[config.mk]
export PLATFORM = sky130hd
export DESIGN_NAME = opui_cordic
export DESIGN_NICKNAME = d
export VERILOG_FILES = /design/src/rtl/core/opui_pkg.sv /design/src/rtl/core/opui_cordic.sv
export SDC_FILE = /design/constraint.sdc
export NUM_CORES = 1
export LEC_CHECK = 0
export BUFFER_PORTS_ARGS = -buffer_cell sky130_fd_sc_hd__buf_2
export CORE_ASPECT_RATIO = 0.6
export CORE_UTILIZATION = 45
export CTS_BUF_LIST = sky130_fd_sc_hd__clkbuf_4
export DETAILED_ROUTE_END_ITERATION = 8
export SLEW_MARGIN = 5
export SYNTH_ARGS = -nofsm -noshare
export SYNTH_HDL_FRONTEND = slang
export SYNTH_SLANG_ARGS = --single-unit
[constraint.sdc]
create_clock -name i_clk -period 12.35 [get_ports i_clk]
set_input_delay 2.47 -clock i_clk [delete_from_list [all_inputs] [get_ports i_clk]]
set_output_delay 2.47 -clock i_clk [all_outputs]
set_load 0.03 [all_outputs]
[src/rtl/core/opui_pkg.sv]
package opui_pkg;

    // Fixed formats
    localparam int CORDIC_STEPS_DEF = 16;
    localparam int ATAN_LEN         = 24;
    localparam int ATAN_IDX_W       = 5;
    localparam int PC_W             = 4;
    localparam int CFG_IDX_W        = 8;
    localparam int MUL_W            = 33;
    localparam int PROD_W           = 2 * MUL_W;

    localparam logic signed [31:0] INV_GAIN_Q30  = 32'sd652032874;
    localparam logic        [30:0] STEP_TIME_RST = 31'd6554;
    localparam logic signed [PROD_W-1:0] S32_MAX = PROD_W'(64'sd2147483647);
    localparam logic signed [PROD_W-1:0] S32_MIN = -PROD_W'(64'sd2147483648);

    // Configuration register indexes
    localparam logic [CFG_IDX_W-1:0] REG_STEP_TIME    = CFG_IDX_W'(0);
    localparam logic [CFG_IDX_W-1:0] REG_POINT_OFFSET = CFG_IDX_W'(1);

    // Control word fields
    typedef enum logic [2:0] {
        J_NEXT, J_ALWAYS, J_NOIN, J_START, J_BUSY, J_OFULL
    } t_jmp;

    typedef enum logic [2:0] {
        MA_B, MA_V, MA_BW, MA_XR, MA_YR
    } t_ma;

    typedef enum logic [1:0] {
        MB_W, MB_C, MB_S, MB_DT
    } t_mb;

    typedef enum logic [1:0] {
        ACC_HOLD, ACC_LOAD, ACC_ADD, ACC_SUB
    } t_acc;

    typedef enum logic [1:0] {
        AW_NONE, AW_BW, AW_XR, AW_YR
    } t_awr;

    typedef enum logic [2:0] {
        PW_NONE, PW_BEGIN, PW_PX, PW_PY, PW_EMIT
    } t_pwr;

    typedef struct packed {
        t_jmp            jmp;
        logic [PC_W-1:0] target;
        logic            in_rdy;
        logic            cordic_go;
        t_ma             ma;
        t_mb             mb;
        t_acc            acc;
        t_awr            awr;
        t_pwr            pwr;
    } t_uop;

    typedef struct packed {
        logic in_valid;
        logic is_start;
        logic cordic_busy;
        logic out_full;
    } t_stat;

    // Build one control word
    function automatic t_uop uop(t_jmp j, logic [PC_W-1:0] tgt, logic rdy, logic go,
                                 t_ma ma, t_mb mb, t_acc acc, t_awr awr, t_pwr pwr);
        t_uop u;
        u.jmp       = j;
        u.target    = tgt;
        u.in_rdy    = rdy;
        u.cordic_go = go;
        u.ma        = ma;
        u.mb        = mb;
        u.acc       = acc;
        u.awr       = awr;
        u.pwr       = pwr;
        return u;
    endfunction

    // Microprogram: one pose update per pass
    function automatic t_uop uc_rom(logic [PC_W-1:0] pc);
        t_uop u;
        u = uop(J_NEXT, '0, 1'b0, 1'b0, MA_B, MB_W, ACC_HOLD, AW_NONE, PW_NONE);
        unique case (pc)
            4'd0:  u = uop(J_NOIN, 4'd0, 1'b1, 1'b0, MA_B, MB_W, ACC_HOLD, AW_NONE, PW_NONE);
            4'd1:  u = uop(J_START, 4'd14, 1'b0, 1'b0, MA_B, MB_W, ACC_HOLD, AW_NONE,
                           PW_BEGIN);
            4'd2:  u = uop(J_NEXT, '0, 1'b0, 1'b1, MA_B, MB_W, ACC_HOLD, AW_NONE, PW_NONE);
            4'd3:  u = uop(J_NEXT, '0, 1'b0, 1'b0, MA_B, MB_W, ACC_LOAD, AW_NONE, PW_NONE);
            4'd4:  u = uop(J_NEXT, '0, 1'b0, 1'b0, MA_B, MB_W, ACC_HOLD, AW_BW, PW_NONE);
            4'd5:  u = uop(J_BUSY, 4'd5, 1'b0, 1'b0, MA_V, MB_C, ACC_HOLD, AW_NONE, PW_NONE);
            4'd6:  u = uop(J_NEXT, '0, 1'b0, 1'b0, MA_V, MB_C, ACC_HOLD, AW_NONE, PW_NONE);
            4'd7:  u = uop(J_NEXT, '0, 1'b0, 1'b0, MA_BW, MB_S, ACC_LOAD, AW_NONE, PW_NONE);
            4'd8:  u = uop(J_NEXT, '0, 1'b0, 1'b0, MA_V, MB_S, ACC_SUB, AW_NONE, PW_NONE);
            4'd9:  u = uop(J_NEXT, '0, 1'b0, 1'b0, MA_BW, MB_C, ACC_LOAD, AW_XR, PW_NONE);
            4'd10: u = uop(J_NEXT, '0, 1'b0, 1'b0, MA_XR, MB_DT, ACC_ADD, AW_NONE, PW_NONE);
            4'd11: u = uop(J_NEXT, '0, 1'b0, 1'b0, MA_YR, MB_DT, ACC_HOLD, AW_YR, PW_PX);
            4'd12: u = uop(J_NEXT, '0, 1'b0, 1'b0, MA_YR, MB_DT, ACC_HOLD, AW_NONE, PW_NONE);
            4'd13: u = uop(J_NEXT, '0, 1'b0, 1'b0, MA_B, MB_W, ACC_HOLD, AW_NONE, PW_PY);
            4'd14: u = uop(J_OFULL, 4'd14, 1'b0, 1'b0, MA_B, MB_W, ACC_HOLD, AW_NONE,
                           PW_EMIT);
            4'd15: u = uop(J_ALWAYS, 4'd0, 1'b0, 1'b0, MA_B, MB_W, ACC_HOLD, AW_NONE,
                           PW_NONE);
            default: u = uop(J_ALWAYS, 4'd0, 1'b0, 1'b0, MA_B, MB_W, ACC_HOLD, AW_NONE,
                             PW_NONE);
        endcase
        return u;
    endfunction

    // Arctangent of 2^-i in 32-bit binary angle
    function automatic logic signed [31:0] atan_lut(logic [ATAN_IDX_W-1:0] i);
        logic signed [31:0] a;
        unique case (i)
            5'd0:  a = 32'sh20000000;
            5'd1:  a = 32'sh12E4051E;
            5'd2:  a = 32'sh09FB385B;
            5'd3:  a = 32'sh051111D4;
            5'd4:  a = 32'sh028B0D43;
            5'd5:  a = 32'sh0145D7E1;
            5'd6:  a = 32'sh00A2F61E;
            5'd7:  a = 32'sh00517C55;
            5'd8:  a = 32'sh0028BE53;
            5'd9:  a = 32'sh00145F2F;
            5'd10: a = 32'sh000A2F98;
            5'd11: a = 32'sh000517CC;
            5'd12: a = 32'sh00028BE6;
            5'd13: a = 32'sh000145F3;
            5'd14: a = 32'sh0000A2FA;
            5'd15: a = 32'sh0000517D;
            5'd16: a = 32'sh000028BE;
            5'd17: a = 32'sh0000145F;
            5'd18: a = 32'sh00000A30;
            5'd19: a = 32'sh00000518;
            5'd20: a = 32'sh0000028C;
            5'd21: a = 32'sh00000146;
            5'd22: a = 32'sh000000A3;
            5'd23: a = 32'sh00000051;
            default: a = 32'sh0;
        endcase
        return a;
    endfunction

    // Clip a wide value to 32-bit signed
    function automatic logic signed [31:0] sat32(logic signed [PROD_W-1:0] v);
        logic signed [31:0] r;
        if (v > S32_MAX) begin
            r = 32'sh7FFFFFFF;
        end else if (v < S32_MIN) begin
            r = 32'sh80000000;
        end else begin
            r = v[31:0];
        end
        return r;
    endfunction

    function automatic logic ovf32(logic signed [PROD_W-1:0] v);
        return (v > S32_MAX) || (v < S32_MIN);
    endfunction

endpackage

[src/rtl/core/opui_cordic.sv]
module opui_cordic #(
    parameter int CORDIC_STEPS = opui_pkg::CORDIC_STEPS_DEF
) (
    input  logic               i_clk,
    input  logic               i_rst_n,
    input  logic               i_go,
    input  logic        [15:0] i_angle,
    output logic               o_busy,
    output logic signed [31:0] o_cos,
    output logic signed [31:0] o_sin
);

    localparam int CNT_W = $clog2(CORDIC_STEPS);

    logic               r_busy;
    logic               r_flip;
    logic [CNT_W-1:0]   r_i;
    logic signed [31:0] r_x;
    logic signed [31:0] r_y;
    logic signed [31:0] r_z;
    logic signed [31:0] n_x;
    logic signed [31:0] n_y;
    logic signed [31:0] n_z;
    logic signed [31:0] s_atan;
    logic        [31:0] s_a;
    logic               s_fold;
    logic               s_last;

    // Fold the angle into the right half plane
    assign s_a    = {i_angle, 16'h0000};
    assign s_fold = s_a[31] ^ s_a[30];
    assign s_atan = opui_pkg::atan_lut(opui_pkg::ATAN_IDX_W'(r_i));
    assign s_last = (r_i == CNT_W'(CORDIC_STEPS - 1));

    // One micro-rotation
    always_comb begin
        if (!r_z[31]) begin
            n_x = r_x - (r_y >>> r_i);
            n_y = r_y + (r_x >>> r_i);
            n_z = r_z - s_atan;
        end else begin
            n_x = r_x + (r_y >>> r_i);
            n_y = r_y - (r_x >>> r_i);
            n_z = r_z + s_atan;
        end
    end

    // Load, iterate, unfold on the last step
    always_ff @(posedge i_clk) begin
        if (!i_rst_n) begin
            r_busy <= 1'b0;
        end else if (i_go) begin
            r_busy <= 1'b1;
        end else if (r_busy && s_last) begin
            r_busy <= 1'b0;
        end
    end

    always_ff @(posedge i_clk) begin
        if (i_go) begin
            r_i    <= '0;
            r_flip <= s_fold;
            r_x    <= opui_pkg::INV_GAIN_Q30;
            r_y    <= '0;
            r_z    <= s_fold ? {~s_a[31], s_a[30:0]} : s_a;
        end else if (r_busy) begin
            r_i <= r_i + 1'b1;
            r_z <= n_z;
            if (s_last && r_flip) begin
                r_x <= -n_x;
                r_y <= -n_y;
            end else begin
                r_x <= n_x;
                r_y <= n_y;
            end
        end
    end

    assign o_busy = r_busy;
    assign o_cos  = r_x;
    assign o_sin  = r_y;

    // A new rotation never starts over one in flight
    a_go_idle: assert property (@(posedge i_clk) disable iff (!i_rst_n)
        i_go |-> !r_busy)
        else $error("cordic started while busy");

    // A rotation ends only after the full step count
    a_full_run: assert property (@(posedge i_clk) disable iff (!i_rst_n)
        $fell(r_busy) |-> $past(r_i) == CNT_W'(CORDIC_STEPS - 1))
        else $error("cordic ended early");

endmodule

==> flow_summary_export.csv <==
group,metric,value,unit
run_status,status,"finished clean",
run,drv_cap,0,
timing,fmax,0.121,GHz
clocking,clockBufferDepth,2,
floorplan,pin_count,84,
setup_path,slowest_stage,"o311ai_0",
synthesis,synthMuxAreaShare,0.148,
final_layout,drive_gt1_frac,0.129,
hold_path,min_path_type,"flip-flop to flip-flop",
timing,finalSetupTns,0,ns
route,drt_wl_total,58600,um
synthesis,ys_ff_latch,132,
setup_path,startpoint,"r_i[1]$_SDFFE_PP0P_",
route,drtPass1Iterations,8,
setup_path,cp.buffers_inverters,1,
timing,rsz0062_at_grt,"false",
placed_design,post-place-ws,4.31,ns
synthesis,synth_compound_area_frac,0.236,
setup_path,critical-path-top-delay-family,"simple AND/OR/NAND/NOR gates",
setup_path,worstSetupStartpointType,"flip-flop",
synthesis,synth_ff_type,"dfxtp_1",
setup_path,r2r_start,"r_i[1]$_SDFFE_PP0P_",
synthesis,synth_area,17200,um2
global_routing,grt_pass1_wl,90100,um
synthesis,yosys-top-cells-count,"nor2_1 (220), nand2_1 (196), a21oi_1 (178), o21ai_0 (135), xor2_1 (112)",
setup_path,crit_arrival,8.80,ns
floorplan,core,37000,um2
synthesis,ys_top_cells_by_area,"dfxtp_1 (12%), ha_1 (8.1%), mux4_2 (7.2%), edfxtp_1 (5.8%), xor2_1 (5.7%)",
setup_path,critical_path_class,"flip-flop to flip-flop",
global_routing,grt_util_all_layers,0.300,
synthesis,syn-num-nets,2288,
final_layout,layoutNonFillerInstCount,2669,
synthesis,synth.top_cell.area_share,0.116,
floorplan,dieArea,38900,um2
synthesis,yosysTopAreaCell,"dfxtp_1",
floorplan,rows,54,
clocking,path_clk_slew,0.16,ns
route,wl_per_cell,22.0,um
clocking,numCtsBuffers,17,
synthesis,yosysUniqueCellTypes,91,
placed_design,dpl.hpwl,45000,um
synthesis,yosysWarningCount,0,
placed_design,gp_congestion,0.972,
global_routing,antenna_found_initial,1,
placed_design,io_buffers,83,
clocking,clock_sinks,132,
synthesis,synth_most_common_cell,"nor2_1",
timing,hold_viol_final,0,
route,drtIter0Drc,2141,
setup_path,crit_chain,"buf_4 > mux4_2 > mux2_2 > nor3_1 > o211ai_1 > nor2b_1 > nand4_1 > or2_2 > nor2_1 > nor2_1 > xor2_1 > ha_1 > nand3_1 > or2_2 > o311ai_0 > o311a_1 > mux2_2 > a21oi_1 > a41o_1 > nand4_1 > mux2i_1 > mux2_1",
floorplan,die_x,254,um
clocking,clk_latency,0.65,ns
synthesis,synth_area_per_cell,7.96,um2
clocking,root_buffer,"clkbuf_4",
timing,tightestPinTransition,1.14,ns
timing,setup_slack,4.10,ns
synthesis,synth_cells,2155,
synthesis,synth-simple-area-share,0.198,
timing,slew_headroom,0.230,
hold_path,min_from,"o_sin[0]$_SDFFE_PP0P_",
final_layout,nets,2284,
timing,worst_clock_skew,0.0405,ns
synthesis,yosys.area_share.adder,0.0844,
synthesis,synth_edf_count,33,
global_routing,grt-ovfl-total,0,
timing,min_period_over_period,0.668,
route,drc,0,
clocking,htree_levels,4,
global_routing,grt_max_degree,84,
setup_path,cp.required,12.90,ns
timing,post-route-min-period,8.25,ns
setup_path,crit_fanout,48,
synthesis,synth_xor_area_frac,0.111,
route,drtAntennaViolNets,0,
floorplan,start_util,0.464,
final_layout,syn2layout_area_growth,5.52,%
synthesis,ys_async_sr_fraction,0,
setup_path,end_kind,"flip-flop",
global_routing,grt_pass1_vias,14885,
clocking,ctsHoldBuffers,0,
timing,setup_viol,0,
final_layout,fillers,3635,
clocking,cts_resized,0,
route,wl_met2,20400,um
route,dr_wl_met3,7480,um
route,drt-vias-per-instance,6.35,
clocking,cts_tree,"done",
timing,hold-worst-slack,0.570,ns
synthesis,synth_top_family_by_area,"compound AO/OA/AOI/OAI gates",
synthesis,ys_seq_area_frac,0.173,
route,wl_met1,30200,um
placed_design,post-place-cells,2636,
route,num_vias,16948,
clocking,post-cts-setup-buffers,0,
timing,slew_viol_final,0,
floorplan,die_h,153,um
route,highest_layer,"met4",
setup_path,max_stage_delay,0.93,ns
[flip-flops by register name, summed over array words and instances, names as in the netlist]
signal / cells
o_busy: 1
r_i: 4
o_cos: 32
o_sin: 32
r_flip: 1
s_atan: 30
r_z: 32
[worst paths after layout]
kind | endpoint | slack, ns | cells after the start
setup / recovery | o_cos[31]$_SDFFE_PP0P_ | 4.10 | 22
hold / removal | o_sin[0]$_SDFFE_PP0P_ | 0.57 | 2
setup reg to reg | o_cos[31]$_SDFFE_PP0P_ | 4.10 | 22
hold reg to reg | o_sin[0]$_SDFFE_PP0P_ | 0.57 | 2
[per-stage QoR]
step | cell area, um2 | utilization
3_3_place_gp | 17800 | 0.481
2_1_floorplan | 17200 | -
5_1_grt | 18100 | 0.490
6_report | 18100 | 0.490
3_5_place_dp | 17800 | 0.481
4_1_cts | 18100 | 0.490
[area by class of cell]
type | instances | area, um2 | share of cell area
Antenna cell | 1 | 2.50 | 0.000138
Tap cell | 504 | 631 | 0.0348
Multi-Input combinational cell | 1831 | 13300 | 0.737
Sequential cell | 132 | 2990 | 0.165
Clock inverter | 14 | 200 | 0.0111
Timing Repair Buffer | 101 | 553 | 0.0305
Clock buffer | 18 | 135 | 0.00746
Inverter | 68 | 255 | 0.0141
[routing by layer]
layer,vias up,track usage
li1,7983,-
met1,8058,0.502
met2,870,0.358
met3,37,0.0911
met4,0,0.0516
met5,-,0
[placed cells by master (no fill, tap or decap), types with 36 or more instances in the layout]
cell type	n
buf_2	82
o21ai_0	135
a211oi_1	40
nand2_1	196
xor2_1	112
a31oi_1	36
mux4_2	55
nor3_1	45
xnor2_1	105
mux2i_1	58
mux2_2	39
dfxtp_1	94
inv_1	64
nor2_1	219
a21oi_1	178
a21o_1	41
nand3_1	38
ha_1	111
[worst min-delay path: cells and delay by family (launching register included)]
kind             cells  cell delay [ns]
flip-flops           1             0.39
AND/OR/NAND/NOR      1             0.10
AO/OA/AOI/OAI        1             0.05
[cell families after synthesis]
group | Yosys count
flip-flops | 132
adder cells (fa/ha/maj) | 114
multiplexers | 164
buffers and inverters | 192
AO/OA/AOI/OAI | 631
XOR/XNOR | 217
AND/OR/NAND/NOR | 705
Power is left out: the tool's default activity adds up to more than one toggle a clock period on the data nets, which glitch-free logic cannot reach.
