<file path="config.mk">
export PLATFORM = sky130hd
export DESIGN_NAME = opui_dp
export DESIGN_NICKNAME = d
export VERILOG_FILES = /design/src/rtl/core/opui_pkg.sv /design/src/rtl/core/opui_dp.sv
export SDC_FILE = /design/constraint.sdc
export NUM_CORES = 2
export LEC_CHECK = 0
export ABC_CLOCK_PERIOD_IN_PS = 22300
export BUFFER_PORTS_ARGS = -buffer_cell sky130_fd_sc_hd__buf_2
export CAP_MARGIN = 25
export CORE_MARGIN = 5
export CORE_UTILIZATION = 29
export DETAILED_ROUTE_END_ITERATION = 7
export GPL_ROUTABILITY_DRIVEN = 0
export PLACE_DENSITY_LB_ADDON = 0.25
export SYNTH_ARGS = -nofsm -noshare
export SYNTH_HDL_FRONTEND = slang
export SYNTH_SLANG_ARGS = --single-unit
</file>
<file path="constraint.sdc">
create_clock -name i_clk -period 22.3 [get_ports i_clk]
set_input_delay 4.46 -clock i_clk [delete_from_list [all_inputs] [get_ports i_clk]]
set_output_delay 4.46 -clock i_clk [all_outputs]
set_load 0.03 [all_outputs]
</file>
<file path="src/rtl/core/opui_pkg.sv">
package opui_pkg;

    // Fixed formats
    localparam int CORDIC_STEPS_DEF = 16;
    localparam int ATAN_LEN         = 24;
    localparam int ATAN_IDX_W       = 5;
    localparam int PC_W             = 4;
    localparam int CFG_IDX_W        = 8;
    localparam int MUL_W            = 33;
    localparam int PROD_W           = 2 * MUL_W;

    localparam logic signed [31:0] INV_GAIN_Q30  = 32'sd652032874;
    localparam logic        [30:0] STEP_TIME_RST = 31'd6554;
    localparam logic signed [PROD_W-1:0] S32_MAX = PROD_W'(64'sd2147483647);
    localparam logic signed [PROD_W-1:0] S32_MIN = -PROD_W'(64'sd2147483648);

    // Configuration register indexes
    localparam logic [CFG_IDX_W-1:0] REG_STEP_TIME    = CFG_IDX_W'(0);
    localparam logic [CFG_IDX_W-1:0] REG_POINT_OFFSET = CFG_IDX_W'(1);

    // Control word fields
    typedef enum logic [2:0] {
        J_NEXT, J_ALWAYS, J_NOIN, J_START, J_BUSY, J_OFULL
    } t_jmp;

    typedef enum logic [2:0] {
        MA_B, MA_V, MA_BW, MA_XR, MA_YR
    } t_ma;

    typedef enum logic [1:0] {
        MB_W, MB_C, MB_S, MB_DT
    } t_mb;

    typedef enum logic [1:0] {
        ACC_HOLD, ACC_LOAD, ACC_ADD, ACC_SUB
    } t_acc;

    typedef enum logic [1:0] {
        AW_NONE, AW_BW, AW_XR, AW_YR
    } t_awr;

    typedef enum logic [2:0] {
        PW_NONE, PW_BEGIN, PW_PX, PW_PY, PW_EMIT
    } t_pwr;

    typedef struct packed {
        t_jmp            jmp;
        logic [PC_W-1:0] target;
        logic            in_rdy;
        logic            cordic_go;
        t_ma             ma;
        t_mb             mb;
        t_acc            acc;
        t_awr            awr;
        t_pwr            pwr;
    } t_uop;

    typedef struct packed {
        logic in_valid;
        logic is_start;
        logic cordic_busy;
        logic out_full;
    } t_stat;

    // Build one control word
    function automatic t_uop uop(t_jmp j, logic [PC_W-1:0] tgt, logic rdy, logic go,
                                 t_ma ma, t_mb mb, t_acc acc, t_awr awr, t_pwr pwr);
        t_uop u;
        u.jmp       = j;
        u.target    = tgt;
        u.in_rdy    = rdy;
        u.cordic_go = go;
        u.ma        = ma;
        u.mb        = mb;
        u.acc       = acc;
        u.awr       = awr;
        u.pwr       = pwr;
        return u;
    endfunction

    // Microprogram: one pose update per pass
    function automatic t_uop uc_rom(logic [PC_W-1:0] pc);
        t_uop u;
        u = uop(J_NEXT, '0, 1'b0, 1'b0, MA_B, MB_W, ACC_HOLD, AW_NONE, PW_NONE);
        unique case (pc)
            4'd0:  u = uop(J_NOIN, 4'd0, 1'b1, 1'b0, MA_B, MB_W, ACC_HOLD, AW_NONE, PW_NONE);
            4'd1:  u = uop(J_START, 4'd14, 1'b0, 1'b0, MA_B, MB_W, ACC_HOLD, AW_NONE,
                           PW_BEGIN);
            4'd2:  u = uop(J_NEXT, '0, 1'b0, 1'b1, MA_B, MB_W, ACC_HOLD, AW_NONE, PW_NONE);
            4'd3:  u = uop(J_NEXT, '0, 1'b0, 1'b0, MA_B, MB_W, ACC_LOAD, AW_NONE, PW_NONE);
            4'd4:  u = uop(J_NEXT, '0, 1'b0, 1'b0, MA_B, MB_W, ACC_HOLD, AW_BW, PW_NONE);
            4'd5:  u = uop(J_BUSY, 4'd5, 1'b0, 1'b0, MA_V, MB_C, ACC_HOLD, AW_NONE, PW_NONE);
            4'd6:  u = uop(J_NEXT, '0, 1'b0, 1'b0, MA_V, MB_C, ACC_HOLD, AW_NONE, PW_NONE);
            4'd7:  u = uop(J_NEXT, '0, 1'b0, 1'b0, MA_BW, MB_S, ACC_LOAD, AW_NONE, PW_NONE);
            4'd8:  u = uop(J_NEXT, '0, 1'b0, 1'b0, MA_V, MB_S, ACC_SUB, AW_NONE, PW_NONE);
            4'd9:  u = uop(J_NEXT, '0, 1'b0, 1'b0, MA_BW, MB_C, ACC_LOAD, AW_XR, PW_NONE);
            4'd10: u = uop(J_NEXT, '0, 1'b0, 1'b0, MA_XR, MB_DT, ACC_ADD, AW_NONE, PW_NONE);
            4'd11: u = uop(J_NEXT, '0, 1'b0, 1'b0, MA_YR, MB_DT, ACC_HOLD, AW_YR, PW_PX);
            4'd12: u = uop(J_NEXT, '0, 1'b0, 1'b0, MA_YR, MB_DT, ACC_HOLD, AW_NONE, PW_NONE);
            4'd13: u = uop(J_NEXT, '0, 1'b0, 1'b0, MA_B, MB_W, ACC_HOLD, AW_NONE, PW_PY);
            4'd14: u = uop(J_OFULL, 4'd14, 1'b0, 1'b0, MA_B, MB_W, ACC_HOLD, AW_NONE,
                           PW_EMIT);
            4'd15: u = uop(J_ALWAYS, 4'd0, 1'b0, 1'b0, MA_B, MB_W, ACC_HOLD, AW_NONE,
                           PW_NONE);
            default: u = uop(J_ALWAYS, 4'd0, 1'b0, 1'b0, MA_B, MB_W, ACC_HOLD, AW_NONE,
                             PW_NONE);
        endcase
        return u;
    endfunction

    // Arctangent of 2^-i in 32-bit binary angle
    function automatic logic signed [31:0] atan_lut(logic [ATAN_IDX_W-1:0] i);
        logic signed [31:0] a;
        unique case (i)
            5'd0:  a = 32'sh20000000;
            5'd1:  a = 32'sh12E4051E;
            5'd2:  a = 32'sh09FB385B;
            5'd3:  a = 32'sh051111D4;
            5'd4:  a = 32'sh028B0D43;
            5'd5:  a = 32'sh0145D7E1;
            5'd6:  a = 32'sh00A2F61E;
            5'd7:  a = 32'sh00517C55;
            5'd8:  a = 32'sh0028BE53;
            5'd9:  a = 32'sh00145F2F;
            5'd10: a = 32'sh000A2F98;
            5'd11: a = 32'sh000517CC;
            5'd12: a = 32'sh00028BE6;
            5'd13: a = 32'sh000145F3;
            5'd14: a = 32'sh0000A2FA;
            5'd15: a = 32'sh0000517D;
            5'd16: a = 32'sh000028BE;
            5'd17: a = 32'sh0000145F;
            5'd18: a = 32'sh00000A30;
            5'd19: a = 32'sh00000518;
            5'd20: a = 32'sh0000028C;
            5'd21: a = 32'sh00000146;
            5'd22: a = 32'sh000000A3;
            5'd23: a = 32'sh00000051;
            default: a = 32'sh0;
        endcase
        return a;
    endfunction

    // Clip a wide value to 32-bit signed
    function automatic logic signed [31:0] sat32(logic signed [PROD_W-1:0] v);
        logic signed [31:0] r;
        if (v > S32_MAX) begin
            r = 32'sh7FFFFFFF;
        end else if (v < S32_MIN) begin
            r = 32'sh80000000;
        end else begin
            r = v[31:0];
        end
        return r;
    endfunction

    function automatic logic ovf32(logic signed [PROD_W-1:0] v);
        return (v > S32_MAX) || (v < S32_MIN);
    endfunction

endpackage

</file>
<file path="src/rtl/core/opui_dp.sv">
module opui_dp (
    input  logic                            i_clk,
    input  logic                            i_rst_n,
    input  opui_pkg::t_uop                  i_uop,
    // sample word
    input  logic                            i_in_acc,
    input  logic                            i_start_req,
    input  logic signed [31:0]              i_speed,
    input  logic signed [15:0]              i_turn_step,
    input  logic signed [31:0]              i_init_x,
    input  logic signed [31:0]              i_init_y,
    input  logic        [15:0]              i_init_heading,
    // register writes
    input  logic                            i_cfg_we,
    input  logic [opui_pkg::CFG_IDX_W-1:0]  i_cfg_index,
    input  logic [31:0]                     i_cfg_data,
    // rotation unit
    input  logic signed [31:0]              i_cos,
    input  logic signed [31:0]              i_sin,
    output logic        [15:0]              o_angle,
    output logic                            o_is_start,
    // pose word
    input  logic                            i_out_ready,
    output logic                            o_out_valid,
    output logic signed [31:0]              o_pos_x,
    output logic signed [31:0]              o_pos_y,
    output logic        [15:0]              o_heading,
    output logic signed [31:0]              o_x_rate,
    output logic signed [31:0]              o_y_rate,
    output logic                            o_saturated
);

    localparam int PW = opui_pkg::PROD_W;
    localparam int MW = opui_pkg::MUL_W;

    logic        [30:0] r_dt;
    logic signed [31:0] r_b;
    logic               r_start;
    logic signed [31:0] r_v;
    logic signed [15:0] r_w;
    logic signed [31:0] r_ix;
    logic signed [31:0] r_iy;
    logic        [15:0] r_ih;
    logic signed [31:0] r_cx;
    logic signed [31:0] r_cy;
    logic        [15:0] r_ch;
    logic signed [31:0] r_bw;
    logic signed [31:0] r_xr;
    logic signed [31:0] r_yr;
    logic               r_hit;
    logic signed [PW-1:0] r_prod;
    logic signed [PW-1:0] r_acc;
    logic               r_ovalid;
    logic signed [MW-1:0] s_ma;
    logic signed [MW-1:0] s_mb;
    logic signed [PW-1:0] n_prod;
    logic signed [PW-1:0] s_rate;
    logic signed [PW-1:0] s_npos;
    logic signed [31:0]   s_cur;
    logic               s_emit;

    // Hold the registers written over the write channel
    always_ff @(posedge i_clk) begin
        if (!i_rst_n) begin
            r_dt <= opui_pkg::STEP_TIME_RST;
            r_b  <= '0;
        end else if (i_cfg_we) begin
            if (i_cfg_index == opui_pkg::REG_STEP_TIME) begin
                r_dt <= i_cfg_data[30:0];
            end else if (i_cfg_index == opui_pkg::REG_POINT_OFFSET) begin
                r_b <= i_cfg_data;
            end
        end
    end

    // Capture the sample word
    always_ff @(posedge i_clk) begin
        if (i_in_acc) begin
            r_start <= i_start_req;
            r_v     <= i_speed;
            r_w     <= i_turn_step;
            r_ix    <= i_init_x;
            r_iy    <= i_init_y;
            r_ih    <= i_init_heading;
        end
    end

    // Shared multiplier operands
    always_comb begin
        case (i_uop.ma)
            opui_pkg::MA_B:  s_ma = MW'(r_b);
            opui_pkg::MA_V:  s_ma = MW'(r_v);
            opui_pkg::MA_BW: s_ma = MW'(r_bw);
            opui_pkg::MA_XR: s_ma = MW'(r_xr);
            opui_pkg::MA_YR: s_ma = MW'(r_yr);
            default:         s_ma = '0;
        endcase
        case (i_uop.mb)
            opui_pkg::MB_W:  s_mb = MW'(r_w);
            opui_pkg::MB_C:  s_mb = MW'(i_cos);
            opui_pkg::MB_S:  s_mb = MW'(i_sin);
            opui_pkg::MB_DT: s_mb = signed'({{(MW - 31){1'b0}}, r_dt});
            default:         s_mb = '0;
        endcase
    end

    assign n_prod = s_ma * s_mb;

    // Register the product, then accumulate
    always_ff @(posedge i_clk) begin
        r_prod <= n_prod;
        case (i_uop.acc)
            opui_pkg::ACC_LOAD: r_acc <= r_prod;
            opui_pkg::ACC_ADD:  r_acc <= r_acc + r_prod;
            opui_pkg::ACC_SUB:  r_acc <= r_acc - r_prod;
            default:            r_acc <= r_acc;
        endcase
    end

    // Write back turn term and rates from the accumulator
    assign s_rate = r_acc >>> 30;

    always_ff @(posedge i_clk) begin
        case (i_uop.awr)
            opui_pkg::AW_BW: r_bw <= opui_pkg::sat32(r_acc);
            opui_pkg::AW_XR: r_xr <= opui_pkg::sat32(s_rate);
            opui_pkg::AW_YR: r_yr <= opui_pkg::sat32(s_rate);
            default: ;
        endcase
        if (i_uop.pwr == opui_pkg::PW_BEGIN && r_start) begin
            r_xr <= '0;
            r_yr <= '0;
        end
    end

    // Position step: add rate*dt to the current coordinate
    assign s_cur  = (i_uop.pwr == opui_pkg::PW_PY) ? r_cy : r_cx;
    assign s_npos = PW'(s_cur) + (r_prod >>> 16);

    always_ff @(posedge i_clk) begin
        if (!i_rst_n) begin
            r_cx <= '0;
            r_cy <= '0;
            r_ch <= '0;
        end else begin
            case (i_uop.pwr)
                opui_pkg::PW_BEGIN: begin
                    if (r_start) begin
                        r_cx <= r_ix;
                        r_cy <= r_iy;
                        r_ch <= r_ih;
                    end else begin
                        r_ch <= r_ch + r_w;
                    end
                end
                opui_pkg::PW_PX: r_cx <= opui_pkg::sat32(s_npos);
                opui_pkg::PW_PY: r_cy <= opui_pkg::sat32(s_npos);
                default: ;
            endcase
        end
    end

    // Track position clipping for this word
    always_ff @(posedge i_clk) begin
        case (i_uop.pwr)
            opui_pkg::PW_BEGIN: r_hit <= 1'b0;
            opui_pkg::PW_PX,
            opui_pkg::PW_PY:    r_hit <= r_hit | opui_pkg::ovf32(s_npos);
            default: ;
        endcase
    end

    // Output register: load when free or draining this cycle
    assign s_emit = (i_uop.pwr == opui_pkg::PW_EMIT) && (!r_ovalid || i_out_ready);

    always_ff @(posedge i_clk) begin
        if (!i_rst_n) begin
            r_ovalid <= 1'b0;
        end else if (s_emit) begin
            r_ovalid <= 1'b1;
        end else if (i_out_ready) begin
            r_ovalid <= 1'b0;
        end
    end

    always_ff @(posedge i_clk) begin
        if (s_emit) begin
            o_pos_x     <= r_cx;
            o_pos_y     <= r_cy;
            o_heading   <= r_ch;
            o_x_rate    <= r_xr;
            o_y_rate    <= r_yr;
            o_saturated <= r_hit;
        end
    end

    assign o_out_valid = r_ovalid;
    assign o_angle     = r_ch;
    assign o_is_start  = r_start;

endmodule

</file>
==> results.md <==
- Status: finished, final reports clean
- Final Cell Area: 79300 µm²
- Number of hold violations in the final report: 0
- Min-delay src: r_cy[13]$_SDFFE_PN0P_
- Nets: 9532
- PortBufs: 412
- Largest stage delay, worst path: 0.91 ns
- Reg2reg setup slack: 11.02 ns
- Postcts setup bufs: 0
- TNS Setup: 0 ns
- Crit path max fanout: 35
- Mapped Cells: 7578
- Commonest non-fill, non-tap cell in the layout: inv_1
- CP Launch Type: primary input
- Slew headroom: 17.3%
- Final worst path period share: 68.6%
- Root Driver: clkbuf_16
- Die extent in y: 504 µm
- Overall routing resource usage: 20.8%
- Pre-CTS setup slack: 6.46 ns
- CP max stage cell: a22oi_1
- Crit Path Class: in2reg
- Initial Util: 29.1%
- Cts bufs inserted: 70
- Initial antenna violation count: 15
- Number of synthesized flops with an enable pin: 373
- Area after DPL: 76800 µm²
- Synth warnings: 0
- Detail-routed net length per standard cell: 24.5 µm
- Initial drt markers: 5046
- Register area share after synthesis: 23.6%
- Largest net degree at the start of global routing: 75
- Final Max Slew Viols: 0
- Minimum clock period: 15.30 ns
- Clk_skew: 0.0329 ns
- Setup Viol. Count Final: 0
- Max Cap Violations: 0
- Worst-Skew Late Latency: 0.70 ns
- Detailed Routing Iterations Pass 1: 6
- Reg2reg start: r_xr[13]$_SDFFE_PP0N_
- Main synth FF type: edfxtp_1
- Critical Path End Type: register
- Congestion Overflow GR: 0
- DRC violations left: 0
- Share of layout cells above drive strength 1: 11.1%
- Synth unique cells: 92
- Worst EP required: 22.90 ns
- DR vias/cell: 5.16
- Clock Path Buffers: 3
- Most used cell along the critical path: fa_1
- Post-cts repair resize count: 0
- Die Wd: 504 µm
- RR Endpoint: r_prod[65]$_DFF_P_
- R2r worst-path depth: 31
- DR vias: 57069
- Stages on worst setup path: 32
- Total detailed-routing wirelength: 271000 µm
- CP Data Arrival Time: 15.90 ns
- Fin util: 32.6%
- Fraction of registers with async set/reset: 0%
- WP buf/inv: 8
- Number of top-level pins: 422
- Vias in the first global route: 58728
- WHS Path Cells: 0
- Slew @ Worst Pin: 1.24 ns
- RSZ-0062 raised after global routing: false
- CP startpoint: i_uop[9]
- Mean area per synthesized cell: 9.35 µm²
- ANT nets after route: 0
- Most frequent cells in the layout: 1148 x inv_1, 1126 x fa_1, 918 x nand2_1
- Reg clk slew, reported paths: 0.06 ns
- CTS tree: done
- Setup ws final: 7.00 ns
- Min-delay worst type: reg2reg
- Sink Count: 647
- CTS H-tree lvls: 3
- HPWL Detailed: 213000 µm
- Fmax: 65.4 MHz
- Syn_nets: 9310
- Cts hold-fix bufs: 0
- Post-Syn Area: 70800 µm²
- Global-route wire length before repair: 395000 µm
- Delay-heaviest family, CP: compound AO/OA/AOI/OAI gates
- Hold Crit Endpoint: o_pos_y[13]$_DFFE_PP_
- Core outline area: 243000 µm²
- Yosys reg bits: 647
- Row Count: 181
- Die ar.: 254000 µm²
- Area delta synth->final: 11.9%
## sequential cells by signal, summed over array words and instances (netlist names), 16 cells and up
| register | count |
|---|---|
| r_prod | 66 |
| r_ih | 16 |
| r_cy | 32 |
| r_xr | 32 |
| o_y_rate | 32 |
| r_b | 32 |
| r_v | 32 |
| r_dt | 31 |
| o_pos_x | 32 |
| r_ix | 32 |
| r_iy | 32 |
| o_pos_y | 32 |
| r_acc | 66 |
| r_yr | 32 |
| r_bw | 32 |
| o_x_rate | 32 |
| r_w | 16 |
| o_angle | 16 |
| r_cx | 32 |
| o_heading | 16 |
## layer usage
metal,track usage [%],wire length [µm]
met4,12.2,19400
met2,34.0,125000
met3,3.44,19700
met5,0,13
met1,25.9,107000
## logic make-up (layout without fill, tap and decap cells)
kind of cell               Yosys count  in the layout  share of synthesized area (%)
and+or+nand+nor                   2267           2267                           13.8
xor gates and xnor gates           226            226                           2.79
muxes                              134            134                           2.23
DFF                                647            647                           23.6
other                                0              5                              0
buffers and inverters             1568           1845                           8.37
adders and majority gates         1473           1473                           38.0
AOI/OAI and AO/OA                 1263           1263                           11.3
## layout make-up
class,instances,area [µm²]
Antenna cell,5,12.5
Clock buffer,94,2000
Clock inverter,33,397
Fill cell,25305,164000
Inverter,1149,4320
Multi-Input combinational cell,5363,48500
Sequential cell,647,16700
Tap cell,3202,4010
Timing Repair Buffer,569,3370
## synth_stat cells, types with 27 or more instances
master,count,area share [%]
nand4_1,55,0.49
buf_1,28,0.15
nand3_1,56,0.40
a211oi_1,32,0.34
edfxtp_1,373,16
o21ai_0,202,1.4
and3_1,73,0.64
xor2_1,88,1.1
xnor2_1,138,1.7
fa_1,1126,32
o22ai_1,68,0.60
mux2_2,99,1.6
clkbuf_1,366,1.9
nand2b_1,53,0.47
nand2_1,920,4.9
nor2b_1,41,0.36
ha_1,347,6.1
inv_1,1148,6.1
o211ai_1,35,0.37
nor4_1,33,0.29
o31ai_1,27,0.29
dfxtp_1,274,7.7
a21o_1,119,1.3
and2_1,67,0.59
nor3_1,58,0.41
a21oi_1,442,3.1
a22oi_1,79,0.84
o22a_1,33,0.41
nor2_1,833,4.4
## how the worst max path moves through the flow
stage	to	slack (ns)
floorplan	r_prod[65]$_DFF_P_	9.00
global placement	r_prod[65]$_DFF_P_	6.37
detailed placement	r_prod[65]$_DFF_P_	6.46
CTS	r_prod[65]$_DFF_P_	7.19
global route	r_prod[65]$_DFF_P_	6.58
finish	r_prod[65]$_DFF_P_	7.00
## stage by stage
step / hold WS [ns] / cells
global placement: 0.431 / 10918
detailed placement: 0.437 / 10924
floorplan: 0.422 / 7578
CTS: 0.452 / 11051
finish: 0.453 / 11062
global route: 0.461 / 11059
Power is not shown: default switching activity piles up to over one toggle a cycle in this logic, so the estimate is an artifact.
