### src/rtl/core/opui_pkg.sv
package opui_pkg;

    // Fixed formats
    localparam int CORDIC_STEPS_DEF = 16;
    localparam int ATAN_LEN         = 24;
    localparam int ATAN_IDX_W       = 5;
    localparam int PC_W             = 4;
    localparam int CFG_IDX_W        = 8;
    localparam int MUL_W            = 33;
    localparam int PROD_W           = 2 * MUL_W;

    localparam logic signed [31:0] INV_GAIN_Q30  = 32'sd652032874;
    localparam logic        [30:0] STEP_TIME_RST = 31'd6554;
    localparam logic signed [PROD_W-1:0] S32_MAX = PROD_W'(64'sd2147483647);
    localparam logic signed [PROD_W-1:0] S32_MIN = -PROD_W'(64'sd2147483648);

    // Configuration register indexes
    localparam logic [CFG_IDX_W-1:0] REG_STEP_TIME    = CFG_IDX_W'(0);
    localparam logic [CFG_IDX_W-1:0] REG_POINT_OFFSET = CFG_IDX_W'(1);

    // Control word fields
    typedef enum logic [2:0] {
        J_NEXT, J_ALWAYS, J_NOIN, J_START, J_BUSY, J_OFULL
    } t_jmp;

    typedef enum logic [2:0] {
        MA_B, MA_V, MA_BW, MA_XR, MA_YR
    } t_ma;

    typedef enum logic [1:0] {
        MB_W, MB_C, MB_S, MB_DT
    } t_mb;

    typedef enum logic [1:0] {
        ACC_HOLD, ACC_LOAD, ACC_ADD, ACC_SUB
    } t_acc;

    typedef enum logic [1:0] {
        AW_NONE, AW_BW, AW_XR, AW_YR
    } t_awr;

    typedef enum logic [2:0] {
        PW_NONE, PW_BEGIN, PW_PX, PW_PY, PW_EMIT
    } t_pwr;

    typedef struct packed {
        t_jmp            jmp;
        logic [PC_W-1:0] target;
        logic            in_rdy;
        logic            cordic_go;
        t_ma             ma;
        t_mb             mb;
        t_acc            acc;
        t_awr            awr;
        t_pwr            pwr;
    } t_uop;

    typedef struct packed {
        logic in_valid;
        logic is_start;
        logic cordic_busy;
        logic out_full;
    } t_stat;

    // Build one control word
    function automatic t_uop uop(t_jmp j, logic [PC_W-1:0] tgt, logic rdy, logic go,
                                 t_ma ma, t_mb mb, t_acc acc, t_awr awr, t_pwr pwr);
        t_uop u;
        u.jmp       = j;
        u.target    = tgt;
        u.in_rdy    = rdy;
        u.cordic_go = go;
        u.ma        = ma;
        u.mb        = mb;
        u.acc       = acc;
        u.awr       = awr;
        u.pwr       = pwr;
        return u;
    endfunction

    // Microprogram: one pose update per pass
    function automatic t_uop uc_rom(logic [PC_W-1:0] pc);
        t_uop u;
        u = uop(J_NEXT, '0, 1'b0, 1'b0, MA_B, MB_W, ACC_HOLD, AW_NONE, PW_NONE);
        unique case (pc)
            4'd0:  u = uop(J_NOIN, 4'd0, 1'b1, 1'b0, MA_B, MB_W, ACC_HOLD, AW_NONE, PW_NONE);
            4'd1:  u = uop(J_START, 4'd14, 1'b0, 1'b0, MA_B, MB_W, ACC_HOLD, AW_NONE,
                           PW_BEGIN);
            4'd2:  u = uop(J_NEXT, '0, 1'b0, 1'b1, MA_B, MB_W, ACC_HOLD, AW_NONE, PW_NONE);
            4'd3:  u = uop(J_NEXT, '0, 1'b0, 1'b0, MA_B, MB_W, ACC_LOAD, AW_NONE, PW_NONE);
            4'd4:  u = uop(J_NEXT, '0, 1'b0, 1'b0, MA_B, MB_W, ACC_HOLD, AW_BW, PW_NONE);
            4'd5:  u = uop(J_BUSY, 4'd5, 1'b0, 1'b0, MA_V, MB_C, ACC_HOLD, AW_NONE, PW_NONE);
            4'd6:  u = uop(J_NEXT, '0, 1'b0, 1'b0, MA_V, MB_C, ACC_HOLD, AW_NONE, PW_NONE);
            4'd7:  u = uop(J_NEXT, '0, 1'b0, 1'b0, MA_BW, MB_S, ACC_LOAD, AW_NONE, PW_NONE);
            4'd8:  u = uop(J_NEXT, '0, 1'b0, 1'b0, MA_V, MB_S, ACC_SUB, AW_NONE, PW_NONE);
            4'd9:  u = uop(J_NEXT, '0, 1'b0, 1'b0, MA_BW, MB_C, ACC_LOAD, AW_XR, PW_NONE);
            4'd10: u = uop(J_NEXT, '0, 1'b0, 1'b0, MA_XR, MB_DT, ACC_ADD, AW_NONE, PW_NONE);
            4'd11: u = uop(J_NEXT, '0, 1'b0, 1'b0, MA_YR, MB_DT, ACC_HOLD, AW_YR, PW_PX);
            4'd12: u = uop(J_NEXT, '0, 1'b0, 1'b0, MA_YR, MB_DT, ACC_HOLD, AW_NONE, PW_NONE);
            4'd13: u = uop(J_NEXT, '0, 1'b0, 1'b0, MA_B, MB_W, ACC_HOLD, AW_NONE, PW_PY);
            4'd14: u = uop(J_OFULL, 4'd14, 1'b0, 1'b0, MA_B, MB_W, ACC_HOLD, AW_NONE,
                           PW_EMIT);
            4'd15: u = uop(J_ALWAYS, 4'd0, 1'b0, 1'b0, MA_B, MB_W, ACC_HOLD, AW_NONE,
                           PW_NONE);
            default: u = uop(J_ALWAYS, 4'd0, 1'b0, 1'b0, MA_B, MB_W, ACC_HOLD, AW_NONE,
                             PW_NONE);
        endcase
        return u;
    endfunction

    // Arctangent of 2^-i in 32-bit binary angle
    function automatic logic signed [31:0] atan_lut(logic [ATAN_IDX_W-1:0] i);
        logic signed [31:0] a;
        unique case (i)
            5'd0:  a = 32'sh20000000;
            5'd1:  a = 32'sh12E4051E;
            5'd2:  a = 32'sh09FB385B;
            5'd3:  a = 32'sh051111D4;
            5'd4:  a = 32'sh028B0D43;
            5'd5:  a = 32'sh0145D7E1;
            5'd6:  a = 32'sh00A2F61E;
            5'd7:  a = 32'sh00517C55;
            5'd8:  a = 32'sh0028BE53;
            5'd9:  a = 32'sh00145F2F;
            5'd10: a = 32'sh000A2F98;
            5'd11: a = 32'sh000517CC;
            5'd12: a = 32'sh00028BE6;
            5'd13: a = 32'sh000145F3;
            5'd14: a = 32'sh0000A2FA;
            5'd15: a = 32'sh0000517D;
            5'd16: a = 32'sh000028BE;
            5'd17: a = 32'sh0000145F;
            5'd18: a = 32'sh00000A30;
            5'd19: a = 32'sh00000518;
            5'd20: a = 32'sh0000028C;
            5'd21: a = 32'sh00000146;
            5'd22: a = 32'sh000000A3;
            5'd23: a = 32'sh00000051;
            default: a = 32'sh0;
        endcase
        return a;
    endfunction

    // Clip a wide value to 32-bit signed
    function automatic logic signed [31:0] sat32(logic signed [PROD_W-1:0] v);
        logic signed [31:0] r;
        if (v > S32_MAX) begin
            r = 32'sh7FFFFFFF;
        end else if (v < S32_MIN) begin
            r = 32'sh80000000;
        end else begin
            r = v[31:0];
        end
        return r;
    endfunction

    function automatic logic ovf32(logic signed [PROD_W-1:0] v);
        return (v > S32_MAX) || (v < S32_MIN);
    endfunction

endpackage

### src/rtl/core/opui_seq.sv
module opui_seq (
    input  logic           i_clk,
    input  logic           i_rst_n,
    input  opui_pkg::t_stat i_stat,
    output opui_pkg::t_uop  o_uop
);

    logic [opui_pkg::PC_W-1:0] r_pc;
    logic [opui_pkg::PC_W-1:0] n_pc;
    opui_pkg::t_uop            s_uop;
    logic                      s_take;

    // Fetch the control word
    assign s_uop = opui_pkg::uc_rom(r_pc);
    assign o_uop = s_uop;

    // Evaluate the jump condition
    always_comb begin
        unique case (s_uop.jmp)
            opui_pkg::J_NEXT:   s_take = 1'b0;
            opui_pkg::J_ALWAYS: s_take = 1'b1;
            opui_pkg::J_NOIN:   s_take = !i_stat.in_valid;
            opui_pkg::J_START:  s_take = i_stat.is_start;
            opui_pkg::J_BUSY:   s_take = i_stat.cordic_busy;
            opui_pkg::J_OFULL:  s_take = i_stat.out_full;
            default:            s_take = 1'b1;
        endcase
        n_pc = s_take ? s_uop.target : r_pc + 1'b1;
    end

    // Advance the step counter
    always_ff @(posedge i_clk) begin
        if (!i_rst_n) begin
            r_pc <= '0;
        end else begin
            r_pc <= n_pc;
        end
    end

endmodule

### config.mk
export PLATFORM = sky130hd
export DESIGN_NAME = opui_seq
export DESIGN_NICKNAME = d
export VERILOG_FILES = /design/src/rtl/core/opui_pkg.sv /design/src/rtl/core/opui_seq.sv
export SDC_FILE = /design/constraint.sdc
export NUM_CORES = 1
export LEC_CHECK = 0
export BUFFER_PORTS_ARGS = -buffer_cell sky130_fd_sc_hd__buf_2
export CORE_ASPECT_RATIO = 1.25
export CORE_MARGIN = 4
export CORE_UTILIZATION = 25
export DETAILED_ROUTE_END_ITERATION = 8
export PLACE_DENSITY = 0.44
export SLEW_MARGIN = 20
export SYNTH_ARGS = -nofsm -noshare
export SYNTH_HDL_FRONTEND = slang
export SYNTH_SLANG_ARGS = --single-unit
### constraint.sdc
create_clock -name i_clk -period 5.3 [get_ports i_clk]
set_input_delay 0.795 -clock i_clk [delete_from_list [all_inputs] [get_ports i_clk]]
set_output_delay 0.795 -clock i_clk [all_outputs]
set_load 0.05 [all_outputs]
==> impl_results.md, run 1 <==
* Synth area leader: dfxtp_1
* FFs w/ async S/R, synth at 0%
* Worst Path Required at 5.48 ns
* Worst-path fanout max at 11
* Clock power frac at 17.7%
* Crit end category: flop
* GRT overflow at 0
* Status: complete, no violations
* Die footprint at 5020 um^2
* Layout cells sized above 1 at 28.6%
* Gpl congestion at 0.755
* Core Region at 3780 um^2
* PD cells at 717 nW/um^2
* Syn avg cell area at approximately 10 um^2
* Area Overhead vs Synth at 25.0%
* CTS H-tree depth at 1
* Nets at 137
* Max Clock Skew at 0.00517 ns
* Post-Place Setup Slack at 2.39 ns
* Vias per Instance at ~4.3
* Post-synth EDFFs at 0
* Yosys cell types at 30
* Hold_buf cts at 0
* Yosys warning count at 0
* Antenna violations before repair at 0
* Setup bufs post-CTS at 0
* Synth top cells by count: 24 x dfxtp_1, 10 x mux2i_1, 8 x inv_1, 8 x nand2_1, 6 x nor2_1
* CTS tree: yes
* Largest net degree at the start of global routing at 15
* Max cap viols at 0
* Gate power share at a little over half
* Core Util, Final at 32.6%
* Syn Inst Count at a little under 100
* Register area at 480 um^2
* IO buf count at 26
* Synth Register Bits at 24
* Worst vdd ir at between 0.00015 and 0.0002 V
* Unrepaired setup endpoints after global routing: no
* Setup Crit Path Kind: input pin to flop
* Starting Density at 26.1%
* Switching share of power at between 40% and 50%
* Longest Clk Path Bufs at 2
* Part of the power in registers at 30.3%
* Chip height at 78.3 um
* Setup-failing EPs final at 0
* Drt total wl at 2.20 mm
* Most common cell in the netlist: dfxtp_1
* Final worst-path cycle share at 50.2%
* WP data arrival at roughly 2.8 ns
* Post-DP HPWL at 1.70 mm
* IO Count at 27
* Final ANT Viol Nets at 0
* Fin worst setup slack at approximately 2.6 ns
* Syn_nets at 109
* Worst-Skew Late Latency at ~0.26 ns
* Slew margin rel. at 36.6%
* Leak at 0.585 nW
* Top-area cell type share of the netlist area at 48.7%
* Net Switching at between 0.0004 and 0.0005 W
* Crit path launch type: input pin
* First-pass GRT wire length at 3.71 mm
* First-pass iteration count of the detailed router at 4
* Top post-synthesis cells by area: dfxtp_1 49%, mux2i_1 10%, ha_1 5.1%
* Ant diodes at 0
* Cts repair resizes at 0
* Final hold violation count at 0
* CTS Buf Count at 3
* Maximum clock rate at 376 MHz
* Post-route DRC violation count at 0
* Setup TNS at 0 ns
* HP Class: flop to flop
* Worst slew pin tran at 0.925 ns
* Worst hold slack at 0.641 ns
* Via count of the first global-routing pass at 819
* Max-slew violations at 0
* Synth Cell Area at 987 um^2
* Internal power at 0.000470 W
* Die Wd at 64.2 um
* Aggregate global-route resource usage at 9.51%
* Primary FF master, synth: dfxtp_1
* Area of the multi-input gates at 450 um^2
* Core Rows at 25
* Fin cells at 180
* Worst-path clk slew at about 0.080 ns
* Clock Sinks at 24
* Period minus WS final at ~2.7 ns
* Sequential share of the synthesized area at 48.7%
* Initial DRC count at 23
* Routed WL per cell at 12.2 um
* CTS root buffer: clkbuf_8
* Fillers at 411
* Via count at 780
* Inst Count DP at 176
## power by group through the flow
stage | Sequential [W] | Clock [W] | Combinational (W)
floorplan | 0.000415 | 0 | 0.000226
global placement | 0.000272 | 0 | 0.000460
detailed placement | 0.000274 | 0 | 0.000459
CTS | 0.000270 | 0.000161 | 0.000463
global route | 0.000278 | 0.000170 | 0.000494
finish | 0.000268 | 0.000157 | 0.000460
## cell usage in the layout, fill, tap and decap left out, types with 4 or more instances in the layout
master and n:
buf_2 26, dfxtp_1 24, mux2i_1 10, inv_1 8, nand2_1 8, nor2_1 6
o22ai_1 5, a21oi_1 4, nor3_1 4, ha_1 4
## routing by layer
| layer | vias up | wire length, um | GRT usage (%) |
|---|---|---|---|
| met2 | 19 | 1200 | 17.6 |
| met3 | 4 | 79 | 1.29 |
| met4 | 0 | 54 | 5.71 |
| met5 | - | 0 | 0 |
| met1 | 370 | 866 | 10.0 |
| li1 | 387 | - | - |
## cell type report
type | instances | share of cell area (%)
Clock buffer | 3 | 3.35
Clock inverter | 1 | 2.43
Sequential cell | 24 | 38.9
Tap cell | 54 | 5.48
Inverter | 9 | 2.74
Timing Repair Buffer | 26 | 10.5
Multi-Input combinational cell | 63 | 36.5
## worst max-delay path, cell delays in order
cell	delay (ns)
buf_2	0.07
nand2b_1	0.11
a21oi_2	0.07
o22ai_4	0.36
mux2i_1	0.83
nand2_1	0.33
o22ai_1	0.26
## logic make-up (layout without fill, tap and decap cells)
kind of cell	after synthesis	count (layout)	share of synthesized area [%]
buffers and inverters	12	39	5.70
flip-flops	24	24	48.7
XOR/XNOR	2	2	1.77
AND/OR/NAND/NOR	27	27	13.7
adder cells (fa/ha/maj)	4	4	5.07
AO/OA/AOI/OAI	19	19	13.4
multiplexers	11	11	11.7
## final timing paths
| kind | from | end | slack, ns | cells after the start |
|---|---|---|---|---|
| worst min register to register | o_uop[17] | r_pc[1] | 0.64 | 2 |
| worst min-delay path | o_uop[17] | r_pc[1] | 0.64 | 2 |
| worst max-delay path | i_stat[2] | o_uop[7] | 2.64 | 7 |
| worst max register to register | o_uop[18] | o_uop[7] | 2.87 | 5 |
## state kept, by name, indices dropped and copies added, names as in the netlist
register / cells
o_uop: 20
r_pc: 4
## stage by stage
step | total power, W | area [um^2]
finish | 0.000884 | 1230
global route | 0.000943 | 1230
CTS | 0.000894 | 1230
detailed placement | 0.000733 | 1160
global placement | 0.000732 | 1160
floorplan | 0.000641 | 987
Note: power is estimated with default switching activity, not from simulation.
==> inputs of run 2 (changes only) <==
--- a/config.mk
+++ b/config.mk
@@ -10,7 +10,7 @@
 export CORE_MARGIN = 4
 export CORE_UTILIZATION = 25
 export DETAILED_ROUTE_END_ITERATION = 8
-export PLACE_DENSITY = 0.44
+export PLACE_DENSITY = 0.46
 export SLEW_MARGIN = 20
 export SYNTH_ARGS = -nofsm -noshare
 export SYNTH_HDL_FRONTEND = slang
==> constraint.sdc (replaced) <==
create_clock -name i_clk -period 2.31 [get_ports i_clk]
set_input_delay 0.3465 -clock i_clk [delete_from_list [all_inputs] [get_ports i_clk]]
set_output_delay 0.3465 -clock i_clk [all_outputs]
set_load 0.05 [all_outputs]
==> impl_results.md, run 2 (synthesis results as in run 1) <==
* IO Count at 27
* Antenna violations before repair at 0
* Ant diodes at 0
* IO buf count at 26
* GRT overflow at 0
* Hold_buf cts at 0
* Register area at 480 um^2
* Maximum clock rate at 480 MHz
* Layout cells sized above 1 at 29.9%
* Area Overhead vs Synth at 24.5%
* Status: complete, no violations
* Largest net degree at the start of global routing at 14
* Fin worst setup slack at roughly 0.23 ns
* Drt total wl at approximately 2.1 mm
* Core Region at 3780 um^2
* Crit path launch type: flop
* Unrepaired setup endpoints after global routing: no
* Gpl congestion at 0.804
* Post-DP HPWL at 1.66 mm
* Most common cell after layout, fill and taps aside: buf_2
* CP Cell Sequence: a21oi_1 -> o22ai_4 -> mux2i_2 -> inv_1 -> ha_1 -> mux2i_1 -> o22ai_1
* Initial DRC count at 36
* Worst-path clk slew at approximately 0.08 ns
* Flop2flop setup slack at 0.23 ns
* HP Class: input pin to flop
* Critical R2R Launch: o_uop[18]
* CTS H-tree depth at 1
* Via count at 771
* PD cells at 1590 nW/um^2
* Die Wd at 64.2 um
* Crit path max-delay family: compound AO/OA/AOI/OAI gates
* Chip height at 78.3 um
* Longest Clk Path Bufs at 2
* Worst Path Required at approximately 2.5 ns
* Critical path origin: o_uop[18]
* Worst path buffer plus inverter count at 1
* Max Clock Skew at 0.00164 ns
* Crit-path max cell delay at 0.43 ns
* CP Depth at 7
* Worst-path fanout max at 9
* Leak at approximately 0.58 nW
* Period minus WS final at 2.08 ns
* Clock Sinks at 24
* Met3 wire length at 128 um
* R2r endpoint: o_uop[7]
* Max reg flops at 20
* Via count of the first global-routing pass at 755
* CTS root buffer: clkbuf_8
* Final ANT Viol Nets at 0
* Setup-failing EPs final at 0
* R2R cell count at 7
* Slowest stage cell on the critical path: dfxtp_1
* Core Rows at 25
* Crit end category: flop
* Final hold violation count at 0
* CTS tree: yes
* Setup TNS at 0 ns
* Aggregate global-route resource usage at 8.95%
* Post-route DRC violation count at 0
* Worst hold slack at roughly 0.49 ns
* Routed length on met1 at approximately 900 um
* Worst slew pin tran at 0.510 ns
* Starting Density at 26.1%
* Final worst-path cycle share at 90.1%
* Worst-Skew Late Latency at 0.26 ns
* Max-slew violations at 0
* Highest routed layer: met4
* Worst vdd ir at a little under 0.0004 V
* First-pass iteration count of the detailed router at 5
* Die footprint at 5020 um^2
* Max cap viols at 0
* First-pass GRT wire length at 3.51 mm
* Crit path to: o_uop[7]
* Slew margin rel. at 65.8%
* Commonest cells after routing, fill and taps aside: 26 x buf_2, 24 x dfxtp_1, 9 x mux2i_1, 8 x inv_1, 8 x nand2_1
* Setup Crit Path Kind: flop to flop
* WP data arrival at ~2.2 ns
* CTS Buf Count at 3
* Vias per Instance at 4.26
* Fillers at 395
* Nets at 138
* Routed WL per cell at 11.8 um
* Area of the multi-input gates at 454 um^2
* Post-Place Setup Slack at just over 0.08 ns
* Met2 WL post-DR at 1.05 mm
## run 2: cell types whose count changed in the layout (fill, tap and decap cells not counted), sizes merged
cell	delta
buf	+1
clkbuf	+1
bufinv	-1
## run 2: tightest hold or removal path, stage by stage
cell and delay (ns):
buf_2 0.15, nand2_1 0.12, mux2i_1 0.08
## run 2: final cells by class
cell class,instances,area share [%]
Clock buffer,4,4.48
Inverter,9,2.75
Multi-Input combinational cell,63,37.0
Sequential cell,24,39.1
Tap cell,54,5.50
Timing Repair Buffer,27,11.2
## run 2: worst min-delay path by stage
| stage | from | end | slack [ns] | depth (start not counted) |
|---|---|---|---|---|
| after floorplan | r_pc[0] | r_pc[0] | 0.64 | 3 |
| after global placement | o_uop[17] | r_pc[1] | 0.64 | 2 |
| after detailed placement | o_uop[17] | r_pc[1] | 0.63 | 2 |
| after CTS | i_rst_n | r_pc[1] | 0.47 | 3 |
| after global routing | i_rst_n | r_pc[1] | 0.53 | 3 |
| final | i_rst_n | r_pc[1] | 0.49 | 3 |
## run 2: metrics by stage
stage               instance area [um^2]  instances  power [W]  utilization [%]
floorplan                            987         99    0.00147                -
global placement                    1170        177    0.00168             30.9
detailed placement                  1170        177    0.00168             30.9
CTS                                 1220        181    0.00196             32.4
global route                        1230        181    0.00207             32.5
finish                              1230        181    0.00195             32.5
## run 2: where the power goes
part,switching [W],internal (W)
Clock,0.000126,0.000152
Sequential,0.0000769,0.000538
Combinational,0.000742,0.000320
## run 2: routing by layer
layer | track usage [%] | vias up
met3 | 2.00 | 4
li1 | - | 393
met1 | 9.87 | 348
met4 | 5.07 | 0
met5 | 0 | -
met2 | 15.6 | 26
## run 2: repair_timing
action,CTS,global route
gates resized for setup,0,1
buffers inserted,0,0
setup endpoints to repair,0,1
hold endpoints to repair,0,0
==> inputs of run 3 (changes only) <==
--- a/config.mk
+++ b/config.mk
@@ -10,8 +10,9 @@
 export CORE_MARGIN = 4
 export CORE_UTILIZATION = 25
 export DETAILED_ROUTE_END_ITERATION = 8
+export GPL_TIMING_DRIVEN = 0
 export PLACE_DENSITY = 0.46
-export SLEW_MARGIN = 20
+export SLEW_MARGIN = 40
 export SYNTH_ARGS = -nofsm -noshare
 export SYNTH_HDL_FRONTEND = slang
 export SYNTH_SLANG_ARGS = --single-unit
==> impl_results.md, run 3 (synthesis results as in run 1) <==
* Worst path buffer plus inverter count at 1
* Drt total wl at 2.15 mm
* Vias per Instance at about 4.3
* Crit end category: flop
* Gpl congestion at roughly 0.75
* Setup Crit Path Kind: flop to flop
* First-pass iteration count of the detailed router at 4
* Crit-path max cell delay at approximately 0.45 ns
* Aggregate global-route resource usage at 9.45%
* Initial DRC count at 28
* Post-route DRC violation count at 0
* Routed WL per cell at 11.6 um
* PD cells at 1650 nW/um^2
* Final worst-path cycle share at 89.5%
* Area Overhead vs Synth at 30.2%
* Crit path max-delay family: multiplexers
* Core Region at 3780 um^2
* R2R cell count at 7
* CTS root buffer: clkbuf_8
* Worst-path fanout max at 8
* Worst hold start: i_rst_n
* First-pass GRT wire length at 3.71 mm
* Nets at 143
* IO Count at 27
* Core Rows at 25
* Inst Count DP at 178
* GRT overflow at 0
* Unrepaired setup endpoints after global routing: no
* Die Wd at between 60 and 70 um
* Worst Path Required at 2.46 ns
* Largest net degree at the start of global routing at 15
* Period minus WS final at 2.07 ns
* Maximum clock rate at 484 MHz
* Layout cells sized above 1 at a little under a third
* Hold EP: r_pc[1]
* Setup-failing EPs final at 0
* Worst-Skew Late Latency at ~0.26 ns
* Fin cells at between 150 and 200
* Chip height at 78.3 um
* CTS H-tree depth at 1
* Clock Sinks at 24
* Via count of the first global-routing pass at 799
* CTS tree: yes
* Setup TNS at 0 ns
* WP data arrival at approximately 2.2 ns
* CP Cell Sequence: a21oi_1 -> o22ai_4 -> mux2i_2 -> inv_1 -> ha_1 -> mux2i_1 -> o22ai_1
* Most common cell after layout, fill and taps aside: buf_2
* Commonest cells after routing, fill and taps aside: 25 x buf_2, 24 x dfxtp_1, 9 x mux2i_1, 8 x inv_1, 8 x nand2_1
* Leak at 0.613 nW
* Critical R2R Launch: o_uop[18]
* Status: complete, no violations
* Via count at roughly 790
* IO buf count at 25
* Worst vdd ir at 0.000387 V
* Slowest stage cell on the critical path: mux2i_2
* Max reg flops at 20
* Crit path launch type: flop
* Max Clock Skew at 0.00235 ns
* Starting Density at 26.1%
* Final ANT Viol Nets at 0
* HP Class: input pin to flop
* Hold path depth at 3
* Slew margin rel. at 67.2%
* CTS Buf Count at 3
* Max cap viols at 0
* Final hold violation count at 0
* Die footprint at 5020 um^2
* R2r endpoint: o_uop[7]
* Worst slew pin tran at 0.489 ns
* Antenna violations before repair at 0
* Hold_buf cts at 0
* Post-DP HPWL at ~1.6 mm
* Ant diodes at 0
* Worst-path clk slew at 0.09 ns
* Longest Clk Path Bufs at 2
* Flop2flop setup slack at 0.24 ns
* Max-slew violations at 0
==> run 3: power by group <==
group          internal [W]  switching, W
clock network      0.000232      0.000134
logic              0.000379      0.000756
registers          0.000538     0.0000789
total               0.00115      0.000969
==> run 3: worst min-delay path, stage by stage <==
cell and delay, ns:
clkbuf_1 0.19, nand2_1 0.16, mux2i_1 0.08
==> run 3: routing by layer <==
metal / track usage (%) / vias up / share of wire [%]
met4: 5.07 / 0 / 1.8
met5: 0 / - / 0
met1: 11.0 / 368 / 44
met2: 16.0 / 18 / 50
li1: - / 403 / -
met3: 2.00 / 4 / 4.9
==> run 3: stage by stage <==
stage / total power, W / hold WS, ns / util [%] / worst slack (ns) / instance area [um^2]
2_1_floorplan: 0.00147 / 0.642 / - / 0.0236 / 987
3_3_place_gp: 0.00169 / 0.615 / 31.2 / 0.0114 / 1180
3_5_place_dp: 0.00170 / 0.653 / 31.2 / 0.0116 / 1180
4_1_cts: 0.00207 / 0.548 / 33.1 / 0.0618 / 1250
5_1_grt: 0.00224 / 0.614 / 34.0 / 0.0434 / 1280
6_report: 0.00212 / 0.567 / 34.0 / 0.243 / 1280
==> run 3: worst max path at each step <==
stage	slack, ns	end	start	cells after the start
2_1_floorplan	0.02	o_uop[7]	o_uop[18]	7
3_3_place_gp	0.01	o_uop[7]	i_stat[2]	9
3_5_place_dp	0.01	o_uop[7]	i_stat[2]	9
4_1_cts	0.06	o_uop[7]	o_uop[18]	7
5_1_grt	0.04	o_uop[10]	o_uop[18]	8
6_report	0.24	o_uop[7]	o_uop[18]	7
==> run 3: timing repair <==
item | CTS | global route
gates resized for setup | 0 | 1
setup buffers | 0 | 4
endpoints found under the hold margin | 0 | 0
endpoints found under the setup margin | 0 | 4
==> run 3: cell type report <==
class                   instances  area, um^2
plain buffers                   3        22.5
clock buffers                   3        41.3
clock inverters                 1        30.0
fillers                       405        2500
inverters                       9        33.8
multi-input cells              63         454
flip-flops and latches         24         480
well taps                      54        67.6
repair buffers                 29         155
